===== src/hdl/ptps_ram.sv =====
// Generic single-port-write, single-port-read RAM with registered read data.
module ptps_ram #(
  parameter int Width = 8,
  parameter int Depth = 64
) (
  input  logic                     clk,
  input  logic                     we,
  input  logic [$clog2(Depth)-1:0] waddr,
  input  logic [Width-1:0]         wdata,
  input  logic [$clog2(Depth)-1:0] raddr,
  output logic [Width-1:0]         rdata
);

  logic [Width-1:0] mem [Depth];

  // Write port and registered read port.
  always_ff @(posedge clk) begin
    if (we) begin
      mem[waddr] <= wdata;
    end
    rdata <= mem[raddr];
  end

endmodule


===== config.mk =====
export PLATFORM = sky130hd
export DESIGN_NAME = ptps_ram
export DESIGN_NICKNAME = d
export VERILOG_FILES = /design/src/hdl/ptps_ram.sv
export SDC_FILE = /design/constraint.sdc
export NUM_CORES = 1
export LEC_CHECK = 0
export BUFFER_PORTS_ARGS = -buffer_cell sky130_fd_sc_hd__buf_2
export CAP_MARGIN = 20
export CORE_MARGIN = 2
export CORE_UTILIZATION = 60
export CTS_CLUSTER_DIAMETER = 200
export DETAILED_ROUTE_END_ITERATION = 8
export PLACE_DENSITY = 0.78
export SLEW_MARGIN = 5
export SYNTH_ARGS = -nofsm -noshare
export SYNTH_HDL_FRONTEND = slang
export SYNTH_SLANG_ARGS = --single-unit

===== constraint.sdc =====
create_clock -name clk -period 2.1 [get_ports clk]
set_input_delay 0.105 -clock clk [delete_from_list [all_inputs] [get_ports clk]]
set_output_delay 0.105 -clock clk [all_outputs]
set_load 0.02 [all_outputs]

==> results.md, run 1 <==
- Status: finished, violations left
- Failing checks: negative setup slack
- CTS tree: built
- Hold/Removal Path Class: in -> reg
- Wire length on met2: around 22 mm
- Routed len/inst: 28.1 um
- Post-Synthesis Cells: 940
- MaxCap Viol Count: 0
- Slew Viols, Final: 0
- Routability Congestion: 0.851
- Mapped cell area: approximately 20000 sq um
- Asr flop ratio synth: 0
- Clk slew on worst S/H paths: 0.07 ns
- Die H: 187 um
- Critical path capture point type: flip-flop
- Rows: between 60 and 70
- Avg Inst Size Synth: around 21 sq um
- EDFF count, synth: 512
- Clk_skew: 0.0157 ns
- Initial core utilization: 0.606
- CORE AREA: ~33000 sq um
- Post-route cell area: 23300 sq um
- Total grt overflow: 0
- Crit path arrival time: 2.53 ns
- # setup viols final: 1
- Initial antenna violation count: 3
- DRT met1 WL: around 18 mm
- Commonest non-fill, non-tap cell in the layout: edfxtp_1
- Antenna viol nets, final: 0
- Initial detailed-routing violation count: 1211
- LEAKAGE: about 7.6 nW
- Netlist cell types: 40
- Layout cell share with drive strength beyond 1: 0.334
- Critical Path Fanout Max: 1
- CP required: 2.52 ns
- Post-layout util: 0.701
- Sequential share of the synthesized area: 0.770
- Placement Cell Area: 21700 sq um
- Post-DP HPWL: 28.1 mm
- Final Hold Viols: 0
- Synth warn: 0
- Reg area: 15500 sq um
- Max_slew headroom: 0.532
- Routed wl met3: roughly 3.7 mm
- Top Ports: 30
- Fmax: 0.474 GHz
- Total CTS buffers: 48
- Syn nets: 962
- Setup WS post-layout: -0.00810 ns
- Most frequent cells in the layout: 512 x edfxtp_1, 126 x mux4_2, 121 x buf_4
- Clk root buf: clkbuf_16
- Maximum root-to-sink buffer count: 3
- Die Width: 187 um
- Vias in the first global route: 10500
- RSZ-0062 raised after global routing: false
- Wirelength, routed: ~45 mm
- H-tree Lvls: 2
- CTS Sinks: 520
- Post-route minimum period: 2.11 ns
- Synth Flop Type: edfxtp_1
- Vias post-DR: 10300
- 1st-pass router iterations: 6
- Area of the multi-input gates: 4330 sq um
- Placed cells: 1499
- DRC viols: 0
- Clk_lat worst skew: ~0.55 ns
- VDD IR max: 0.670 mV
- Fillers: 1933
- All-Layer GR Usage: 0.262
- Max Used Layer: met5
- Maximum number of pins on one net before global-route repair: 65
- Vias/cell: 6.46
- Layout Cells excl Fill: 1588
- Crit path launch type: flip-flop
- IO buf count: 29
- P per Cell Area: between 900 and 1000 nW/um^2
- Worst slew pin tran: between 0.7 and 0.8 ns
- Global-route wire length before repair: 67.1 mm
- Tcrit/Tclk final: 1.00
- #FFs+latches synth: 520
- Area growth syn-to-layout: 15.8%
- Critical path type: reg -> reg
- Hold Buf Count CTS: 0
- Die Area: 35100 sq um
- Worst hold margin: 0.0316 ns
- Final nets: ~1100
-- layer usage --
metal  GRT usage  vias up
li1            -     4257
met1       0.374     5348
met2       0.427      569
met3      0.0473       74
met4      0.0717        4
met5           0        -
-- Yosys cell counts, drive strengths merged (2+ instances only) --
| library cell | number | area share |
|---|---|---|
| edfxtp | 512 | 0.76 |
| mux4 | 126 | 0.14 |
| nor2 | 83 | 0.015 |
| buf | 34 | 0.013 |
| mux2i | 23 | 0.011 |
| nand2 | 19 | 0.0035 |
| clkbuf | 17 | 0.0032 |
| nor2b | 14 | 0.0043 |
| mux2 | 13 | 0.0073 |
| nand3 | 13 | 0.0032 |
| dfxtp | 8 | 0.0079 |
| o221ai | 8 | 0.0035 |
| o22ai | 8 | 0.0025 |
| nand2b | 7 | 0.0022 |
| nor3 | 7 | 0.0017 |
| a221oi | 6 | 0.0026 |
| a211oi | 4 | 0.0015 |
| o21ai | 4 | 0.00099 |
| a21oi | 3 | 0.00074 |
| a22oi | 3 | 0.0011 |
| nand3b | 3 | 0.0011 |
| o2111ai | 3 | 0.0013 |
| o2bb2ai | 3 | 0.0013 |
| a2111oi | 2 | 0.00087 |
| nand4 | 2 | 0.00062 |
| nor4 | 2 | 0.00062 |
| o21a | 2 | 0.00074 |
| o221a | 2 | 0.0011 |
| o32ai | 2 | 0.00087 |
| o41ai | 2 | 0.00087 |
-- through the flow --
stage	setup slack (ns)	TNS, ns	total power [W]
after floorplan	0.327	0	0.0124
after global placement	-0.247	-0.678	0.0129
after detailed placement	-0.308	-0.878	0.0129
after CTS	0.0109	0	0.0215
after global routing	0.0150	0	0.0220
final	-0.00810	-0.00810	0.0214
-- layout make-up --
| class | count | share of cell area |
|---|---|---|
| flip-flops and latches | 520 | 0.665 |
| multi-input cells | 369 | 0.185 |
| repair buffers | 162 | 0.0571 |
| clock buffers | 58 | 0.0548 |
| well taps | 448 | 0.0240 |
| clock inverters | 30 | 0.0133 |
| diodes | 1 | 0.000107 |
-- registers in the layout, indices dropped and copies added (netlist names) --
name,flops
rdata,8
mem,512
-- power breakdown --
part           internal (W)  leakage, nW  switching (W)  total, W
logic              0.000484         2.15       0.000689   0.00117
clock network       0.00509        0.776        0.00366   0.00875
registers            0.0115         4.67      0.0000387    0.0115
total                0.0171         7.60        0.00439    0.0214
-- final timing paths --
path                            startpoint  endpoint  slack [ns]  cells after the start
worst max-delay path            mem[16][4]  rdata[4]      -0.008                      5
worst min-delay path              raddr[5]  rdata[6]        0.03                      3
worst max register to register  mem[16][4]  rdata[4]      -0.008                      5
worst min register to register  mem[23][1]  rdata[1]        0.82                      4
-- cells by family after synthesis --
kind of cell	share of synthesized area
AND/OR/NAND/NOR	0.0339
multiplexers	0.159
AO/OA/AOI/OAI	0.0207
flip-flops	0.770
buffers and inverters	0.0157
-- timing repair --
action / 4_1_cts / 5_1_grt
setup buffers: 0 / 0
resized for setup: 2 / 0
endpoints found under the setup margin: 2 / 0
-- critical path, stage by stage (launching register included) --
cell and delay, ns:
edfxtp_1 0.39, mux4_2 0.49, mux2_2 0.30, o221a_2 0.29, nor3_2 0.36, o32ai_1 0.15
(Power assumes the default switching activity.)
==> inputs of run 2 (changes only) <==
Settings changed: CORE_UTILIZATION 60 to 62, PLACE_DENSITY 0.78 to 0.81, RECOVER_POWER set to 25.
==> results.md, run 2 (synthesis results as in run 1) <==
- Status: finished, violations left
- Failing checks: max-capacitance violations, max-slew violations
- Max reg flops: about 510
- Total CTS buffers: 49
- Clk_skew: 0.0162 ns
- Tcrit/Tclk final: 0.977
- Fmax: 0.487 GHz
- Vias in the first global route: 10400
- Worst slew pin tran: between 1.5 and 2 ns
- Hold/Removal Path Class: in -> reg
- P per Cell Area: around 910 nW/um^2
- NetSw: between 0.004 and 0.005 W
- Crit path arrival time: 2.47 ns
- Total grt overflow: 0
- Antenna viol nets, final: 0
- Largest stage delay on the critical path: 0.47 ns
- Initial detailed-routing violation count: 1375
- CP required: approximately 2.5 ns
- Critical path's slowest cell: mux4_2
- Clock power share: 0.402
- Vias/cell: 6.59
- Clk_lat worst skew: 0.55 ns
- Maximum root-to-sink buffer count: 3
- Overall power: 0.0212 W
- Most frequent cells in the layout: 512 x edfxtp_1, 126 x mux4_2, 116 x buf_4
- Die Area: 34000 sq um
- R2R cell count: 5
- GR Layer Usage met2: 0.447
- Worst R2R End: rdata[6]
- Critical path capture point type: flip-flop
- All-Layer GR Usage: 0.275
- 1st-pass router iterations: 5
- CTS tree: built
- LEAKAGE: 7.56 nW
- Logic pwr share: 0.055
- GR Layer Usage met3: 0.0494
- Global-route wire length before repair: 66.7 mm
- H-tree Lvls: 2
- Slew Viols, Final: 33
- Initial antenna violation count: 2
- Crit-path cells: mux4_2, mux2_2, o221a_2, nor3_1, o32ai_1
- Commonest non-fill, non-tap cell in the layout: edfxtp_1
- Biggest regs: mem: 512 flops, rdata: 8 flops
- Hold Path End: mem[49][7]
- # setup viols final: 0
- Routed len/inst: 28.5 um
- Hold_sp: waddr[1]
- Vias post-DR: 10400
- Fillers: 1777
- CTS Sinks: 520
- RSZ-0062 raised after global routing: false
- Critical path type: reg -> reg
- Crit path launch type: flip-flop
- R2R Setup Slk: between 0.04 and 0.05 ns
- Most used routing layer: met2
- Wirelength, routed: 45.1 mm
- Layout cell share with drive strength beyond 1: 0.323
- Final Hold Viols: 0
- Final nets: 1125
- Rows: 66
- VDD IR max: 0.708 mV
- Post-CTS Setup Bufs: 0
- Die H: 184 um
- CORE AREA: between 30000 and 40000 sq um
- Post-layout util: 0.720
- Setup WS post-layout: around 0.047 ns
- Critical Path Fanout Max: 1
- Clk root buf: clkbuf_16
- Initial core utilization: 0.625
- MaxCap Viol Count: 1
- Sw frac: 0.206
- Routability Congestion: 0.860
- Post-DP HPWL: 28.3 mm
- IO buf count: 29
- Placement Setup Slack: -0.0761 ns
- Max_slew headroom: -0.0949
- Largest Register: mem
- Internal: 0.0169 W
- Die Width: 184 um
- Maximum number of pins on one net before global-route repair: 65
- Clk slew on worst S/H paths: 0.07 ns
- Top Ports: 30
- RR Startpoint: mem[20][6]
- DRC viols: 0
- Worst hold path depth: 3
- Flop pwr share: 0.544
- Post-route minimum period: 2.05 ns
- Met1 Use GR: 0.386
- Area growth syn-to-layout: 15.3%
run 2: cell types whose count changed in the layout (fill, tap and decap cells not counted), moves of 3 or more:
cell,previous run,this run
buf_2,26,23
buf_4,121,116
clkbuf_1,7,13
clkbuf_2,0,4
dlygate4sd3_1,0,3
run 2: area by class of cell:
cell class | count | area (sq um) | share of cell area
clock inverter | 28 | 262 | 0.0112
clock buffer | 59 | 1260 | 0.0543
tap | 442 | 553 | 0.0238
multi-input combinational | 369 | 4320 | 0.186
sequential | 520 | 15500 | 0.668
antenna | 1 | 2.50 | 0.000108
timing repair buffer | 163 | 1320 | 0.0568
run 2: power by group through the flow:
stage          registers [W]  logic, W  clock network (W)
5_1_grt               0.0115   0.00122            0.00898
3_5_place_dp          0.0117   0.00115                  0
6_report              0.0115   0.00116            0.00852
2_1_floorplan         0.0117  0.000612                  0
3_3_place_gp          0.0117   0.00112                  0
4_1_cts               0.0115   0.00117            0.00861
run 2: timing repair:
item | in CTS | in global routing
resized for setup | 0 | 0
hold buffers | 3 | 0
endpoints found under the hold margin | 23 | 0
run 2: routing by layer:
| layer | share of wire | vias up |
|---|---|---|
| li1 | - | 4250 |
| met1 | 0.37 | 5403 |
| met2 | 0.50 | 650 |
| met3 | 0.095 | 115 |
| met4 | 0.034 | 2 |
| met5 | 0.00024 | - |
run 2: critical path, delay by kind of cell, from the launching register on:
family / cells / cell delay (ns)
DFF: 1 / 0.37
AOI/OAI and AO/OA: 2 / 0.42
muxes: 2 / 0.75
and+or+nand+nor: 1 / 0.39
run 2: how the worst max path moves through the flow:
stage | startpoint | endpoint | slack [ns] | depth (start not counted)
3_3_place_gp | raddr[0] | rdata[6] | -0.01 | 8
2_1_floorplan | raddr[1] | rdata[3] | 0.33 | 7
3_5_place_dp | raddr[0] | rdata[6] | -0.08 | 8
4_1_cts | mem[29][6] | rdata[6] | 0.06 | 5
5_1_grt | mem[20][6] | rdata[6] | 0.01 | 5
6_report | mem[20][6] | rdata[6] | 0.05 | 5
run 2: metrics by stage:
| step | instance area, sq um | hold WS, ns | setup TNS (ns) | instances |
|---|---|---|---|---|
| final | 23300 | 0.179 | 0 | 1582 |
| after global routing | 23300 | 0.188 | 0 | 1582 |
| after CTS | 23300 | 0.0690 | 0 | 1581 |
| after detailed placement | 21700 | 0.492 | -0.116 | 1491 |
| after global placement | 21700 | 0.491 | -0.0132 | 1491 |
| after floorplan | 20200 | 0.204 | 0 | 940 |
